File: config.mk
export PLATFORM = sky130hd
export DESIGN_NAME = line_segment_rect_clipper
export DESIGN_NICKNAME = d
export VERILOG_FILES = /design/src/hw/rtl/lsrc_pkg.sv /design/src/hw/rtl/lsrc_fifo.sv /design/src/hw/rtl/lsrc_front.sv /design/src/hw/rtl/lsrc_muldiv.sv /design/src/hw/rtl/lsrc_back.sv /design/src/hw/rtl/line_segment_rect_clipper.sv
export SDC_FILE = /design/constraint.sdc
export NUM_CORES = 2
export LEC_CHECK = 0
export ABC_AREA = 1
export BUFFER_PORTS_ARGS = -buffer_cell sky130_fd_sc_hd__buf_2
export CAP_MARGIN = 30
export CELL_PAD_IN_SITES_DETAIL_PLACEMENT = 1
export CELL_PAD_IN_SITES_GLOBAL_PLACEMENT = 2
export CORE_ASPECT_RATIO = 0.5
export CORE_MARGIN = 10
export CORE_UTILIZATION = 39
export DETAILED_ROUTE_END_ITERATION = 12
export PLACE_DENSITY = 0.88
export REMOVE_ABC_BUFFERS = 1
export SLEW_MARGIN = 20
export SYNTH_ARGS = -nofsm -noshare
export SYNTH_HDL_FRONTEND = slang
export SYNTH_SLANG_ARGS = --single-unit
File: constraint.sdc
create_clock -name i_clk -period 15.7 [get_ports i_clk]
set_input_delay 0 -clock i_clk [delete_from_list [all_inputs] [get_ports i_clk]]
set_output_delay 0 -clock i_clk [all_outputs]
set_load 0.005 [all_outputs]
File: src/hw/rtl/lsrc_pkg.sv
`default_nettype none
package lsrc_pkg;

    localparam int C_MAX_PASSES = 16;
    localparam int C_COORD_BITS = 32;
    localparam int C_SNAP_TOL   = 7;

    // Outcode bits
    localparam logic [3:0] CODE_L = 4'b0001;
    localparam logic [3:0] CODE_R = 4'b0010;
    localparam logic [3:0] CODE_T = 4'b0100;
    localparam logic [3:0] CODE_B = 4'b1000;

    typedef enum logic [1:0] {
        CFG_LEFT   = 2'd0,
        CFG_RIGHT  = 2'd1,
        CFG_TOP    = 2'd2,
        CFG_BOTTOM = 2'd3
    } t_cfg_index;

    typedef struct packed {
        logic signed [31:0] start_x;
        logic signed [31:0] start_y;
        logic signed [31:0] end_x;
        logic signed [31:0] end_y;
    } t_in_item;

    typedef struct packed {
        logic               visible;
        logic signed [31:0] out_start_x;
        logic signed [31:0] out_start_y;
        logic signed [31:0] out_end_x;
        logic signed [31:0] out_end_y;
    } t_out_item;

    typedef enum logic [1:0] {
        ST_IDLE,
        ST_CODE,
        ST_SETUP,
        ST_WAIT
    } t_back_state;

    typedef enum logic [1:0] {
        MD_IDLE,
        MD_MUL,
        MD_DIV,
        MD_DONE
    } t_md_state;

    // Saturate a signed value to a signed field of the given width
    function automatic logic signed [63:0] sat64(logic signed [63:0] v, int unsigned bits);
        logic signed [63:0] hi;
        logic signed [63:0] lo;
        hi = (64'sd1 <<< (bits - 1)) - 64'sd1;
        lo = -hi - 64'sd1;
        if (v > hi) begin
            return hi;
        end else if (v < lo) begin
            return lo;
        end
        return v;
    endfunction

endpackage
`default_nettype wire

File: src/hw/rtl/lsrc_fifo.sv
`default_nettype none
module lsrc_fifo
    import lsrc_pkg::*;
#(
    parameter int DW = 4 * C_COORD_BITS
) (
    input  wire logic          i_clk,
    input  wire logic          i_rst_n,
    input  wire logic          i_push,
    input  wire logic [DW-1:0] i_data,
    input  wire logic          i_pop,
    output logic               o_full,
    output logic               o_empty,
    output logic [DW-1:0]      o_data
);

    logic [DW-1:0] r_mem [2];
    logic          r_wr;
    logic          r_rd;
    logic [1:0]    r_count;

    assign o_full  = (r_count == 2'd2);
    assign o_empty = (r_count == 2'd0);
    assign o_data  = r_mem[r_rd];

    always_ff @(posedge i_clk) begin
        if (i_push && !o_full) begin
            r_mem[r_wr] <= i_data;
        end
    end

    always_ff @(posedge i_clk) begin
        if (!i_rst_n) begin
            r_wr    <= 1'b0;
            r_rd    <= 1'b0;
            r_count <= 2'd0;
        end else begin
            if (i_push && !o_full) begin
                r_wr <= ~r_wr;
            end
            if (i_pop && !o_empty) begin
                r_rd <= ~r_rd;
            end
            r_count <= r_count + 2'(i_push && !o_full) - 2'(i_pop && !o_empty);
        end
    end

endmodule
`default_nettype wire

File: src/hw/rtl/lsrc_front.sv
`default_nettype none
module lsrc_front
    import lsrc_pkg::*;
#(
    parameter int COORD_BITS = C_COORD_BITS,
    parameter int SNAP_TOL   = C_SNAP_TOL
) (
    input  wire logic                         i_clk,
    input  wire logic                         i_rst_n,
    input  wire logic                         i_push,
    output logic                              o_full,
    input  wire t_in_item                     i_item,
    input  wire logic signed [COORD_BITS-1:0] i_left,
    input  wire logic signed [COORD_BITS-1:0] i_right,
    input  wire logic signed [COORD_BITS-1:0] i_top,
    input  wire logic signed [COORD_BITS-1:0] i_bottom,
    input  wire logic                         i_q_full,
    output logic                              o_q_push,
    output logic [4*COORD_BITS-1:0]           o_q_data
);

    localparam int W = COORD_BITS;
    localparam logic signed [W:0] TOL = (W + 1)'(SNAP_TOL);

    logic                r_valid;
    logic signed [W-1:0] r_x1, r_y1, r_x2, r_y2;
    logic                accept;

    function automatic logic signed [W-1:0] sat_in(logic signed [31:0] v);
        logic signed [63:0] s;
        s = sat64(64'(v), W);
        return s[W-1:0];
    endfunction

    function automatic logic near(logic signed [W-1:0] v, logic signed [W-1:0] e);
        logic signed [W:0] d;
        d = (W + 1)'(v) - (W + 1)'(e);
        return (d < TOL) && (d > -TOL);
    endfunction

    // Low edge first, then high edge sees the already snapped value
    function automatic logic signed [W-1:0] snap(logic signed [W-1:0] v,
                                                 logic signed [W-1:0] lo,
                                                 logic signed [W-1:0] hi);
        logic signed [W-1:0] t;
        t = near(v, lo) ? lo : v;
        return near(t, hi) ? hi : t;
    endfunction

    assign o_full   = r_valid && i_q_full;
    assign accept   = i_push && !o_full;
    assign o_q_push = r_valid && !i_q_full;
    assign o_q_data = {snap(r_x1, i_left, i_right), snap(r_y1, i_top, i_bottom),
                       snap(r_x2, i_left, i_right), snap(r_y2, i_top, i_bottom)};

    always_ff @(posedge i_clk) begin
        if (accept) begin
            r_x1 <= sat_in(i_item.start_x);
            r_y1 <= sat_in(i_item.start_y);
            r_x2 <= sat_in(i_item.end_x);
            r_y2 <= sat_in(i_item.end_y);
        end
    end

    always_ff @(posedge i_clk) begin
        if (!i_rst_n) begin
            r_valid <= 1'b0;
        end else if (accept) begin
            r_valid <= 1'b1;
        end else if (o_q_push) begin
            r_valid <= 1'b0;
        end
    end

endmodule
`default_nettype wire

File: src/hw/rtl/lsrc_muldiv.sv
`default_nettype none
module lsrc_muldiv
    import lsrc_pkg::*;
#(
    parameter int MW = C_COORD_BITS + 1
) (
    input  wire logic          i_clk,
    input  wire logic          i_rst_n,
    input  wire logic          i_start,
    input  wire logic [MW-1:0] i_a,
    input  wire logic [MW-1:0] i_b,
    input  wire logic [MW-1:0] i_d,
    output logic               o_done,
    output logic [MW-1:0]      o_q
);

    localparam int PW = 2 * MW;
    localparam int CW = $clog2(PW);
    localparam logic [MW-1:0] QMAX = MW'(1) << (MW - 1);

    t_md_state     r_state, n_state;
    logic [MW-1:0] r_a;
    logic [PW-1:0] r_bsh;
    logic [PW-1:0] r_acc;
    logic [CW-1:0] r_cnt;
    logic [MW-1:0] r_rem;
    logic [MW-1:0] r_d;
    logic [MW-1:0] r_q;
    logic          r_ovf;
    logic [MW:0]   trial;
    logic          qbit;

    assign trial = {r_rem, r_acc[PW-1]};
    assign qbit  = (trial >= {1'b0, r_d});

    always_comb begin
        n_state = r_state;
        case (r_state)
            MD_IDLE: if (i_start) n_state = MD_MUL;
            MD_MUL:  if (r_cnt == CW'(MW - 1)) n_state = MD_DIV;
            MD_DIV:  if (r_cnt == CW'(PW - 1)) n_state = MD_DONE;
            MD_DONE: n_state = MD_IDLE;
            default: n_state = MD_IDLE;
        endcase
    end

    always_comb begin
        o_done = (r_state == MD_DONE);
        o_q    = (r_ovf || r_q[MW-1]) ? QMAX : r_q;
    end

    always_ff @(posedge i_clk) begin
        case (r_state)
            MD_IDLE: begin
                r_a   <= i_a;
                r_bsh <= PW'(i_b);
                r_d   <= i_d;
                r_acc <= '0;
                r_cnt <= '0;
            end
            MD_MUL: begin
                if (r_a[0]) begin
                    r_acc <= r_acc + r_bsh;
                end
                r_bsh <= r_bsh << 1;
                r_a   <= r_a >> 1;
                r_cnt <= (r_cnt == CW'(MW - 1)) ? '0 : r_cnt + CW'(1);
                r_rem <= '0;
                r_q   <= '0;
                r_ovf <= 1'b0;
            end
            MD_DIV: begin
                r_acc <= r_acc << 1;
                r_rem <= qbit ? MW'(trial - {1'b0, r_d}) : trial[MW-1:0];
                r_q   <= {r_q[MW-2:0], qbit};
                r_ovf <= r_ovf | r_q[MW-1];
                r_cnt <= r_cnt + CW'(1);
            end
            default: begin
            end
        endcase
    end

    always_ff @(posedge i_clk) begin
        if (!i_rst_n) begin
            r_state <= MD_IDLE;
        end else begin
            r_state <= n_state;
        end
    end

endmodule
`default_nettype wire

File: src/hw/rtl/lsrc_back.sv
`default_nettype none
module lsrc_back
    import lsrc_pkg::*;
#(
    parameter int COORD_BITS = C_COORD_BITS,
    parameter int MAX_PASSES = C_MAX_PASSES
) (
    input  wire logic                         i_clk,
    input  wire logic                         i_rst_n,
    input  wire logic                         i_q_empty,
    input  wire logic [4*COORD_BITS-1:0]      i_q_data,
    output logic                              o_q_pop,
    input  wire logic signed [COORD_BITS-1:0] i_left,
    input  wire logic signed [COORD_BITS-1:0] i_right,
    input  wire logic signed [COORD_BITS-1:0] i_top,
    input  wire logic signed [COORD_BITS-1:0] i_bottom,
    input  wire logic                         i_pop,
    output logic                              o_empty,
    output t_out_item                         o_item
);

    localparam int W   = COORD_BITS;
    localparam int MW  = W + 1;
    localparam int PCW = $clog2(MAX_PASSES + 1);

    t_back_state         r_state, n_state;
    logic signed [W-1:0] r_x1, r_y1, r_x2, r_y2;
    logic [PCW-1:0]      r_pass;
    logic [3:0]          r_c;
    logic                r_first;
    logic                r_isx;
    logic signed [W-1:0] r_edge;
    logic signed [W-1:0] r_b1;
    logic                r_neg;
    t_out_item           r_res;
    logic                r_res_valid;
    logic                md_start;
    logic                md_done;

    logic [3:0]          c1, c2;
    logic                isx;
    logic signed [W-1:0] edge_v, a1, b1, a2, b2;
    logic signed [W:0]   n1, n2, den;
    logic                trivial;
    logic [MW-1:0]       md_q;
    logic signed [W+1:0] sum;
    logic signed [W-1:0] b_wait, new_b;
    logic                commit;
    logic                sel_isx;
    logic signed [W-1:0] sel_edge;

    function automatic logic [3:0] outcode(logic signed [W-1:0] x, logic signed [W-1:0] y);
        logic [3:0] c;
        c = '0;
        if (x < i_left) c |= CODE_L;
        else if (x > i_right) c |= CODE_R;
        if (y < i_top) c |= CODE_T;
        else if (y > i_bottom) c |= CODE_B;
        return c;
    endfunction

    function automatic logic [MW-1:0] mag(logic signed [W:0] v);
        return v[W] ? MW'(-v) : MW'(v);
    endfunction

    function automatic logic [31:0] to_out(logic signed [W-1:0] v);
        logic signed [63:0] s;
        s = sat64(64'(v), 32);
        return s[31:0];
    endfunction

    assign c1 = outcode(r_x1, r_y1);
    assign c2 = outcode(r_x2, r_y2);

    // Edge selection: left, right, top, bottom in that order
    always_comb begin
        isx    = 1'b1;
        edge_v = i_left;
        if ((r_c & CODE_L) != 4'd0) begin
            edge_v = i_left;
        end else if ((r_c & CODE_R) != 4'd0) begin
            edge_v = i_right;
        end else if ((r_c & CODE_T) != 4'd0) begin
            isx    = 1'b0;
            edge_v = i_top;
        end else begin
            isx    = 1'b0;
            edge_v = i_bottom;
        end
        a1  = isx ? r_x1 : r_y1;
        b1  = isx ? r_y1 : r_x1;
        a2  = isx ? r_x2 : r_y2;
        b2  = isx ? r_y2 : r_x2;
        n1  = (W + 1)'(edge_v) - (W + 1)'(a1);
        n2  = (W + 1)'(b2) - (W + 1)'(b1);
        den = (W + 1)'(a2) - (W + 1)'(a1);
        trivial = (a1 == a2) || (n1 == '0) || (n2 == '0);
    end

    // Offset the fixed coordinate by the quotient and saturate
    always_comb begin
        sum = r_neg ? (W + 2)'(r_b1) - (W + 2)'({1'b0, md_q})
                    : (W + 2)'(r_b1) + (W + 2)'({1'b0, md_q});
        if (sum > $signed((W + 2)'({1'b0, {(W - 1){1'b1}}}))) begin
            b_wait = {1'b0, {(W - 1){1'b1}}};
        end else if (sum < -$signed((W + 2)'({1'b1, {(W - 1){1'b0}}}))) begin
            b_wait = {1'b1, {(W - 1){1'b0}}};
        end else begin
            b_wait = sum[W-1:0];
        end
        new_b    = (r_state == ST_SETUP) ? b1 : b_wait;
        sel_isx  = (r_state == ST_SETUP) ? isx : r_isx;
        sel_edge = (r_state == ST_SETUP) ? edge_v : r_edge;
        commit   = ((r_state == ST_SETUP) && trivial) || ((r_state == ST_WAIT) && md_done);
    end

    always_comb begin
        n_state = r_state;
        case (r_state)
            ST_IDLE:  if (!r_res_valid && !i_q_empty) n_state = ST_CODE;
            ST_CODE: begin
                if ((r_pass == PCW'(MAX_PASSES)) || ((c1 | c2) == 4'd0)
                        || ((c1 & c2) != 4'd0)) begin
                    n_state = ST_IDLE;
                end else begin
                    n_state = ST_SETUP;
                end
            end
            ST_SETUP: n_state = trivial ? ST_CODE : ST_WAIT;
            ST_WAIT:  if (md_done) n_state = ST_CODE;
            default:  n_state = ST_IDLE;
        endcase
    end

    always_comb begin
        o_q_pop  = (r_state == ST_IDLE) && !r_res_valid && !i_q_empty;
        md_start = (r_state == ST_SETUP) && !trivial;
        o_empty  = !r_res_valid;
        o_item   = r_res;
    end

    lsrc_muldiv #(
        .MW (MW)
    ) u_muldiv (
        .i_clk   (i_clk),
        .i_rst_n (i_rst_n),
        .i_start (md_start),
        .i_a     (mag(n1)),
        .i_b     (mag(n2)),
        .i_d     (mag(den)),
        .o_done  (md_done),
        .o_q     (md_q)
    );

    always_ff @(posedge i_clk) begin
        case (r_state)
            ST_IDLE: begin
                r_x1   <= $signed(i_q_data[4*W-1:3*W]);
                r_y1   <= $signed(i_q_data[3*W-1:2*W]);
                r_x2   <= $signed(i_q_data[2*W-1:W]);
                r_y2   <= $signed(i_q_data[W-1:0]);
                r_pass <= '0;
            end
            ST_CODE: begin
                r_c     <= (c1 != 4'd0) ? c1 : c2;
                r_first <= (c1 != 4'd0);
                if ((r_pass != PCW'(MAX_PASSES)) && ((c1 | c2) == 4'd0)) begin
                    r_res.visible     <= 1'b1;
                    r_res.out_start_x <= to_out(r_x1);
                    r_res.out_start_y <= to_out(r_y1);
                    r_res.out_end_x   <= to_out(r_x2);
                    r_res.out_end_y   <= to_out(r_y2);
                end else begin
                    r_res <= '0;
                end
            end
            ST_SETUP: begin
                r_isx  <= isx;
                r_edge <= edge_v;
                r_b1   <= b1;
                r_neg  <= (n1[W] ^ n2[W]) ^ den[W];
            end
            default: begin
            end
        endcase
        if (commit) begin
            r_pass <= r_pass + PCW'(1);
            if (r_first) begin
                r_x1 <= sel_isx ? sel_edge : new_b;
                r_y1 <= sel_isx ? new_b : sel_edge;
            end else begin
                r_x2 <= sel_isx ? sel_edge : new_b;
                r_y2 <= sel_isx ? new_b : sel_edge;
            end
        end
    end

    always_ff @(posedge i_clk) begin
        if (!i_rst_n) begin
            r_state     <= ST_IDLE;
            r_res_valid <= 1'b0;
        end else begin
            r_state <= n_state;
            if ((r_state == ST_CODE) && (n_state == ST_IDLE)) begin
                r_res_valid <= 1'b1;
            end else if (i_pop) begin
                r_res_valid <= 1'b0;
            end
        end
    end

endmodule
`default_nettype wire

File: src/hw/rtl/line_segment_rect_clipper.sv
// Line segment rectangle clipper. Push one segment (two endpoints, signed
// Q16.16) and pop one result: visible plus the clipped endpoints, or all
// zero when the segment is rejected. Endpoint coordinates less than SNAP_TOL
// LSBs from an edge are snapped onto it first, then Cohen-Sutherland passes
// move one outside endpoint per pass, trying left, right, top, bottom; a
// segment not settled after MAX_PASSES passes is rejected. A segment goes
// through the front end, queue and clip engine; a pass that needs an
// intersection runs through the shared bit-serial multiply/divide unit.
// A two-entry queue behind the snapping front end takes new segments while
// the clip engine works, and the finished result waits in an output
// register. Write the rectangle registers only while the block is idle;
// configuration writes are always ready.
`default_nettype none
module line_segment_rect_clipper
    import lsrc_pkg::*;
#(
    parameter int MAX_PASSES = C_MAX_PASSES,
    parameter int COORD_BITS = C_COORD_BITS,
    parameter int SNAP_TOL   = C_SNAP_TOL
) (
    input  wire logic       i_clk,
    input  wire logic       i_rst_n,
    input  wire logic       push,
    output logic            full,
    input  wire t_in_item   i_in_item,
    output logic            empty,
    input  wire logic       pop,
    output t_out_item       o_out_item,
    input  wire logic       i_cfg_valid,
    output logic            o_cfg_ready,
    input  wire t_cfg_index i_cfg_index,
    input  wire logic [31:0] i_cfg_data
);

    localparam int W = COORD_BITS;

    // Rectangle registers, held saturated to the coordinate width
    logic signed [W-1:0] r_left, r_right, r_top, r_bottom;
    logic signed [W-1:0] cfg_val;
    logic signed [63:0]  cfg_sat;

    logic                q_push, q_pop, q_full, q_empty;
    logic [4*W-1:0]      q_wdata, q_rdata;

    assign o_cfg_ready = 1'b1;
    assign cfg_sat     = sat64(64'($signed(i_cfg_data)), W);
    assign cfg_val     = cfg_sat[W-1:0];

    // Update the addressed edge on each configuration transfer
    always_ff @(posedge i_clk) begin
        if (!i_rst_n) begin
            r_left   <= '0;
            r_right  <= '0;
            r_top    <= '0;
            r_bottom <= '0;
        end else if (i_cfg_valid && o_cfg_ready) begin
            case (i_cfg_index)
                CFG_LEFT:   r_left   <= cfg_val;
                CFG_RIGHT:  r_right  <= cfg_val;
                CFG_TOP:    r_top    <= cfg_val;
                CFG_BOTTOM: r_bottom <= cfg_val;
                default: begin
                end
            endcase
        end
    end

    // Front end: hold the pushed segment, snap it, hand it to the queue
    lsrc_front #(
        .COORD_BITS (W),
        .SNAP_TOL   (SNAP_TOL)
    ) u_front (
        .i_clk    (i_clk),
        .i_rst_n  (i_rst_n),
        .i_push   (push),
        .o_full   (full),
        .i_item   (i_in_item),
        .i_left   (r_left),
        .i_right  (r_right),
        .i_top    (r_top),
        .i_bottom (r_bottom),
        .i_q_full (q_full),
        .o_q_push (q_push),
        .o_q_data (q_wdata)
    );

    // Decouple front end and clip engine
    lsrc_fifo #(
        .DW (4 * W)
    ) u_fifo (
        .i_clk   (i_clk),
        .i_rst_n (i_rst_n),
        .i_push  (q_push),
        .i_data  (q_wdata),
        .i_pop   (q_pop),
        .o_full  (q_full),
        .o_empty (q_empty),
        .o_data  (q_rdata)
    );

    // Clip engine: outcode passes, edge intersections, result register
    lsrc_back #(
        .COORD_BITS (W),
        .MAX_PASSES (MAX_PASSES)
    ) u_back (
        .i_clk     (i_clk),
        .i_rst_n   (i_rst_n),
        .i_q_empty (q_empty),
        .i_q_data  (q_rdata),
        .o_q_pop   (q_pop),
        .i_left    (r_left),
        .i_right   (r_right),
        .i_top     (r_top),
        .i_bottom  (r_bottom),
        .i_pop     (pop),
        .o_empty   (empty),
        .o_item    (o_out_item)
    );

    // A rejected result carries zero coordinates
    a_reject_zero: assert property (@(posedge i_clk) disable iff (!i_rst_n)
        (!empty && !o_out_item.visible) |-> (o_out_item.out_start_x == 0
            && o_out_item.out_start_y == 0 && o_out_item.out_end_x == 0
            && o_out_item.out_end_y == 0))
        else $error("rejected result with nonzero coordinates");

    // The front end never pushes into a full queue
    a_no_overflow: assert property (@(posedge i_clk) disable iff (!i_rst_n)
        q_push |-> !q_full)
        else $error("queue overflow");

    // The clip engine only takes a segment that is there
    a_no_underflow: assert property (@(posedge i_clk) disable iff (!i_rst_n)
        q_pop |-> !q_empty)
        else $error("queue underflow");

endmodule
`default_nettype wire

-- After elaboration in Yosys (flattened, before gate mapping)
Memories as Yosys holds them, arrays and structs flattened. A register that Yosys moved wholly into a read port is not among the register bits.
Index checks and enable logic that the tools add are counted.
- bits in writable memories: 256
- bits of input ports: 167
- memories: 1
- output and inout bits: 132
- bits in registers: 870
- word-level logic and storage cells: 325
- eq/ne operators: 19
- muxes and demuxes: 137
- magnitude comparators: 45
- bitwise logic cells: 7
- reduce and logical (&&, ||, !) cells: 54
- add/subtract/negate cells: 22
- memories (name ; depth ; bits a word ; read ports ; clocked after Yosys merged registers in ; wr ports ; RTL line ; RTL):
    u_fifo.r_mem ; 2 ; 128 ; 1 ; 1 ; 1 ; lsrc_fifo.sv:17 ; logic [DW-1:0] r_mem [2];
- operator list (kind ; number):
    32-bit 2-to-1 mux ; 61
    32-bit by 32-bit subtractor with 33-bit output ; 11
    32-bit > comparator, second input constant ; 9
    32-bit < comparator, second input constant ; 9
    33-bit by 4-bit > comparator with 1-bit output, second input constant ; 8
    33-bit by 4-bit < comparator with 1-bit output, second input constant ; 8
    33-bit one-hot mux with 2 select lines ; 3
    66-bit one-hot mux with 3 select lines ; 1
    33-bit 2-to-1 mux ; 4
    66-bit one-hot mux with 2 select lines ; 1
    129-bit 2-to-1 mux ; 1
    32-bit > comparator ; 4
    32-bit < comparator ; 4
    33-bit negation ; 3
    66-bit adder ; 1
    33-bit logical NOT ; 2
    66-bit 2-to-1 mux ; 1
    1-bit 2-to-1 mux ; 41
    34-bit by 33-bit adder with 34-bit output ; 1
    34-bit by 33-bit >= comparator with 1-bit output ; 1
    34-bit by 32-bit > comparator with 1-bit output, second input constant ; 1
    34-bit by 32-bit < comparator with 1-bit output, second input constant ; 1
    34-bit 2-to-1 mux ; 1
    34-bit by 33-bit subtractor with 34-bit output ; 1
    other kinds (37) ; 106

-- Longest topological paths before layout
- word-level depth: 14
- mapped depth: 49
- gate-level depth less buffers: 47

-- Cells and area by module
From an unflattened synthesis, not the netlist that was laid out.
- cell total of the unflattened synthesis: 16018
- area total of the unflattened synthesis: 102180.5 sq um
- modules (own cells, without submodules) (module ; seq. area each (sq um) ; area an instance (sq um) ; cells each ; instances):
    lsrc_back ; 8418.1 ; 35741.8 ; 5749 ; 1
    lsrc_front ; 3863.7 ; 32443.6 ; 6361 ; 1
    lsrc_muldiv ; 8207.9 ; 19137.1 ; 2651 ; 1
    lsrc_fifo ; 7787.5 ; 9554.2 ; 436 ; 1
    line_segment_rect_clipper ; 2562.5 ; 5303.8 ; 821 ; 1

-- Least setup slack after synthesis
OpenSTA, ideal clock, no wires.
- path type: reg2reg
- from: register u_fifo.r_count[0]
- to: memory u_fifo.r_mem[1][0] (netlist name) (enable)
- library setup time: 0.618 ns
- data arrival time: 5.991 ns
- period minus slack after synthesis: 6.609 ns
- slack: 9.091 ns
- buffers on the path: 0
- required time: 15.082 ns
- stages on the path, launching flop included: 5
- cells stage by stage: dfxtp_1 -> inv_1 -> a21oi_1 -> inv_1 -> nor2_1
- word-level cells in the longest chain between the ends: 6
- RTL lines (what ; RTL line ; RTL):
    start, declared ; lsrc_fifo.sv:20 ; logic [1:0] r_count;
    start signal, assigned ; lsrc_fifo.sv:44 ; r_count <= r_count + 2'(i_push && !o_full) - 2'(i_pop && !o_empty);
    2-bit equality test (*) ; lsrc_fifo.sv:22 ; assign o_full = (r_count == 2'd2);
    1-bit logical NOT (*) ; lsrc_fifo.sv:27, lsrc_front.sv:52 ;
    1-bit logical AND ; lsrc_front.sv:52 ; assign o_q_push = r_valid && !i_q_full;
    1-bit logical AND (*) ; lsrc_fifo.sv:27 ; if (i_push && !o_full) begin
    1-bit 2-to-1 mux (*) ; lsrc_fifo.sv:27 ;
    1-bit 2-to-1 mux (implied by the code) (*) ; lsrc_fifo.sv:28 ; r_mem[r_wr] <= i_data;
    end, declared ; lsrc_fifo.sv:17 ;
Mark *: on every way between the ends. The rest lies on a longest branch, timed or not.

-- Final worst setup path
- from: register r_top[0]
- to: memory u_fifo.r_mem[0][90] (netlist name) (data pin)
- word-level cells in the longest chain between the ends: 8
- elaborated cells between the ends (all ways): 10
- those cells by class: 2 x add/sub; 4 x order compare; 2 x mux; 2 x reduce/logical
- RTL lines (what ; RTL line ; RTL):
    start, declared ; line_segment_rect_clipper.sv:38 ; logic signed [W-1:0] r_left, r_right, r_top, r_bottom;
    start signal, assigned ; line_segment_rect_clipper.sv:60 ; CFG_TOP: r_top <= cfg_val;
    32-bit by 32-bit subtractor with 33-bit output ; lsrc_front.sv:37 ; d = (W + 1)'(v) - (W + 1)'(e);
    33-bit by 4-bit < comparator with 1-bit output or 33-bit by 4-bit > comparator with 1-bit output (tied branches) ; lsrc_front.sv:38 ; return (d < TOL) && (d > -TOL);
    1-bit logical AND ; lsrc_front.sv:38 ;
    32-bit 2-to-1 mux (*) ; lsrc_front.sv:46 ; t = near(v, lo) ? lo : v;
    32-bit by 32-bit subtractor with 33-bit output ; lsrc_front.sv:37 ;
    33-bit by 4-bit < comparator with 1-bit output or 33-bit by 4-bit > comparator with 1-bit output (tied branches) ; lsrc_front.sv:38 ;
    1-bit logical AND ; lsrc_front.sv:38 ;
    32-bit 2-to-1 mux (*) ; lsrc_front.sv:47 ; return near(t, hi) ? hi : t;
    named net q_wdata[90] ; line_segment_rect_clipper.sv:43 ; logic [4*W-1:0] q_wdata, q_rdata;
The timed path passes the listed nets; every way through them passes the cells marked *.

==> run_results.csv <==
group,metric,value,unit
placed_design,hpwl,421,mm
clock_network,numCtsBuffers,113,
timing,fin_crit_sh,60.3,%
clock_network,clkTransAtPathRegs,0.08,ns
route,ant_nets,0,
die,core-area,244000,sq um
timing,maxSlewHeadroom,20.5,%
worst_setup_path,criticalPathCategory,"reg -> reg",
final_layout,fin_cells,18100,
grt,grt_first_pass_wirelength,724,mm
synthesis,yosysSeqAreaShare,32.2,%
status,status,"completed",
die,die_x,720,um
die,std_cell_rows,128,
timing,fmax,106,MHz
placed_design,io_buffers,297,
grt,grt_pass1_vias,103000,
route,vias,105000,
worst_setup_path,end_kind,"register",
synthesis,ys.flop_type,"edfxtp_1",
route,via_per_inst,5.82,
worst_hold_path,hold_class,"in -> reg",
clock_network,cts-root-buf,"clkbuf_16",
worst_setup_path,slowest_delay,0.69,ns
clock_network,cts_max_level,3,
final_layout,nets,15700,
synthesis,synth-seq-cells,1127,
route,drt_first_pass_iters,7,
worst_setup_path,arrival,9.99,ns
final_layout,syn2layout_area_growth,12.4,%
route,routed_wl,515,mm
placed_design,placed_cell_area,101000,sq um
timing,fin_setup_tns,0,ns
synthesis,synth_top_cell_area_share,26.0,%
synthesis,synth_area_leaders,"edfxtp_1 (26%), nand2_1 (17%), ha_1 (9.8%), inv_1 (7.6%), dfxtp_1 (6.3%)",
worst_setup_path,slowest_stage,"nand3_1",
synthesis,synth-edff-count,827,
final_layout,drive_gt1_share,5.45,%
die,dieArea,267000,sq um
timing,setup_viol,0,
synthesis,async_reset_ff_share,0,%
worst_setup_path,cp-start-kind,"register",
clock_network,cts_tree,"done",
route,dr.first_iter.drc_count,12100,
route,wl_per_cell,28.5,um
grt,antenna_found_initial,37,
timing,drv_slew,0,
timing,hold_viol,0,
grt,grt_start_max_net_pins,157,
timing,rsz0062_at_grt,"no",
placed_design,placed_cells,17600,
clock_network,post_cts_buffers,0,
final_layout,fill_cells,31700,
timing,tightest_slew,1.18,ns
synthesis,syn_inst,14400,
power_and_ir_drop,peakVddDrop,0.000199,V
synthesis,yosys.cell_types.count,66,
clock_network,insertion_delay,0.84,ns
worst_setup_path,cpMostUsedCell,"nand2_1",
final_layout,final_area,108000,sq um
power_and_ir_drop,p_leak,51.2,nW
die,io_pins,299,
grt,overflow,0,
clock_network,cts_num_sinks,1127,
synthesis,syn_area_per_cell,6.66,sq um
worst_setup_path,crit_fanout,33,
worst_setup_path,worstPathRequired,16.22,ns
flow_run,maxCapViolCount,0,
placed_design,place_congestion,1.06,
timing,fin_crit,9.47,ns
final_layout,final_cell_mix,"nand2_1 (4348), inv_1 (1926), nor2_1 (1441)",
route,drcViolationCount,0,
die,dieHeight,370,um
synthesis,syn-cell-area,95600,sq um
synthesis,synth_top_area_cell,"edfxtp_1",
clock_network,ctsResizeCount,0,
timing,finClkSkew,0.0903,ns
clock_network,cts.path.max_buffers,3,
power_and_ir_drop,powerDensity,264,nW/um^2
synthesis,yosysWarnings,0,
grt,grt_usage,36.9,%
final_layout,layout_commonest_cell,"nand2_1",
die,initial_core_util,39.2,%
==> through the flow <==
stage	utilization (%)	setup slack, ns	power (mW)	hold WS [ns]
2_1_floorplan	-	0.317	17.0	0.0935
5_1_grt	44.1	5.78	30.1	0.0717
6_report	44.1	6.23	28.3	0.0805
3_3_place_gp	41.2	6.49	24.1	0.177
4_1_cts	44.0	6.71	27.6	0.0252
3_5_place_dp	41.2	6.69	24.5	0.178
==> flip-flops by register name, summed over array words and instances (netlist names), 33 cells and up, named ones only <==
| signal | count |
|---|---|
| u_fifo.r_mem | 256 |
| u_back.o_item | 129 |
| u_back.u_muldiv.r_acc | 66 |
| u_back.u_muldiv.r_bsh | 66 |
| u_back.u_muldiv.r_a | 33 |
| u_back.u_muldiv.r_d | 33 |
| u_back.u_muldiv.r_q | 33 |
| u_back.u_muldiv.r_rem | 33 |
==> cells in the mapped netlist (41+ instances only) <==
library cell	count
nand3_1	932
nor2_1	1447
o21ai_1	48
a21oi_1	843
nor3_1	150
and2_1	47
nand4_1	359
or2_2	42
o21ai_0	969
dfxtp_1	300
edfxtp_1	827
nand2_1	4349
ha_1	752
xnor2_1	98
inv_1	1931
xor2_1	170
o21bai_1	52
clkbuf_1	407
o22ai_1	129
buf_2	54
nand3b_1	41
==> metal layers <==
metal / vias up / GRT usage, % / wire length [um]
li1: 47900 / - / -
met1: 51900 / 51.8 / 228000
met2: 4644 / 53.9 / 209000
met3: 950 / 8.32 / 52000
met4: 26 / 15.9 / 26300
met5: - / 0 / 171
==> timing repair <==
action                                  in CTS  in global routing
endpoints found under the setup margin       0                  0
hold buffers                               298                  0
hold endpoints to repair                   267                  0
==> area by class of cell <==
type | count | area [sq um] | area share [%]
multi-input combinational | 10800 | 55600 | 51.7
sequential | 1127 | 30800 | 28.7
inverter | 1952 | 7340 | 6.83
timing repair buffer | 752 | 5780 | 5.38
tap | 3250 | 4070 | 3.78
clock buffer | 132 | 2960 | 2.75
clock inverter | 82 | 888 | 0.826
antenna | 20 | 50.0 | 0.0466
==> kinds of logic (layout without fill, tap and decap cells) <==
kind of cell / after synthesis / count (layout) / share of synthesized area [%]
AOI/OAI and AO/OA: 2270 / 2270 / 12.9
xor gates and xnor gates: 272 / 272 / 2.52
adders and majority gates: 766 / 766 / 10.1
buffers and inverters: 2447 / 2918 / 9.78
DFF: 1127 / 1127 / 32.2
other: 1 / 21 / 0.00392
and+or+nand+nor: 7471 / 7471 / 32.4
==> power by group <==
part	internal [mW]	switching [mW]	leakage, nW	total (mW)
combinational	5.44	14.3	38.7	19.8
sequential	4.56	1.02	10.6	5.57
clock	1.54	1.46	1.85	3.00
==> path summary, 6_finish.rpt <==
check / end / cells after the start / start / slack, ns
max: u_fifo.r_mem[0][90] / 48 / r_top[0] / 6.23
min: u_front.r_x2[12] / 2 / i_in_item[44] / 0.08
max reg2reg: u_fifo.r_mem[0][90] / 48 / r_top[0] / 6.23
min reg2reg: u_back.u_muldiv.r_a[2] / 2 / u_back.u_muldiv.r_a[3] / 0.47
==> critical path, delay by kind of cell (launching register included) <==
family                   cells  cell delay (ns)
adder cells (fa/ha/maj)      4             1.46
AND/OR/NAND/NOR             37             5.33
flip-flops                   1             0.56
buffers and inverters        7             1.71
(Power assumes the default switching activity.)
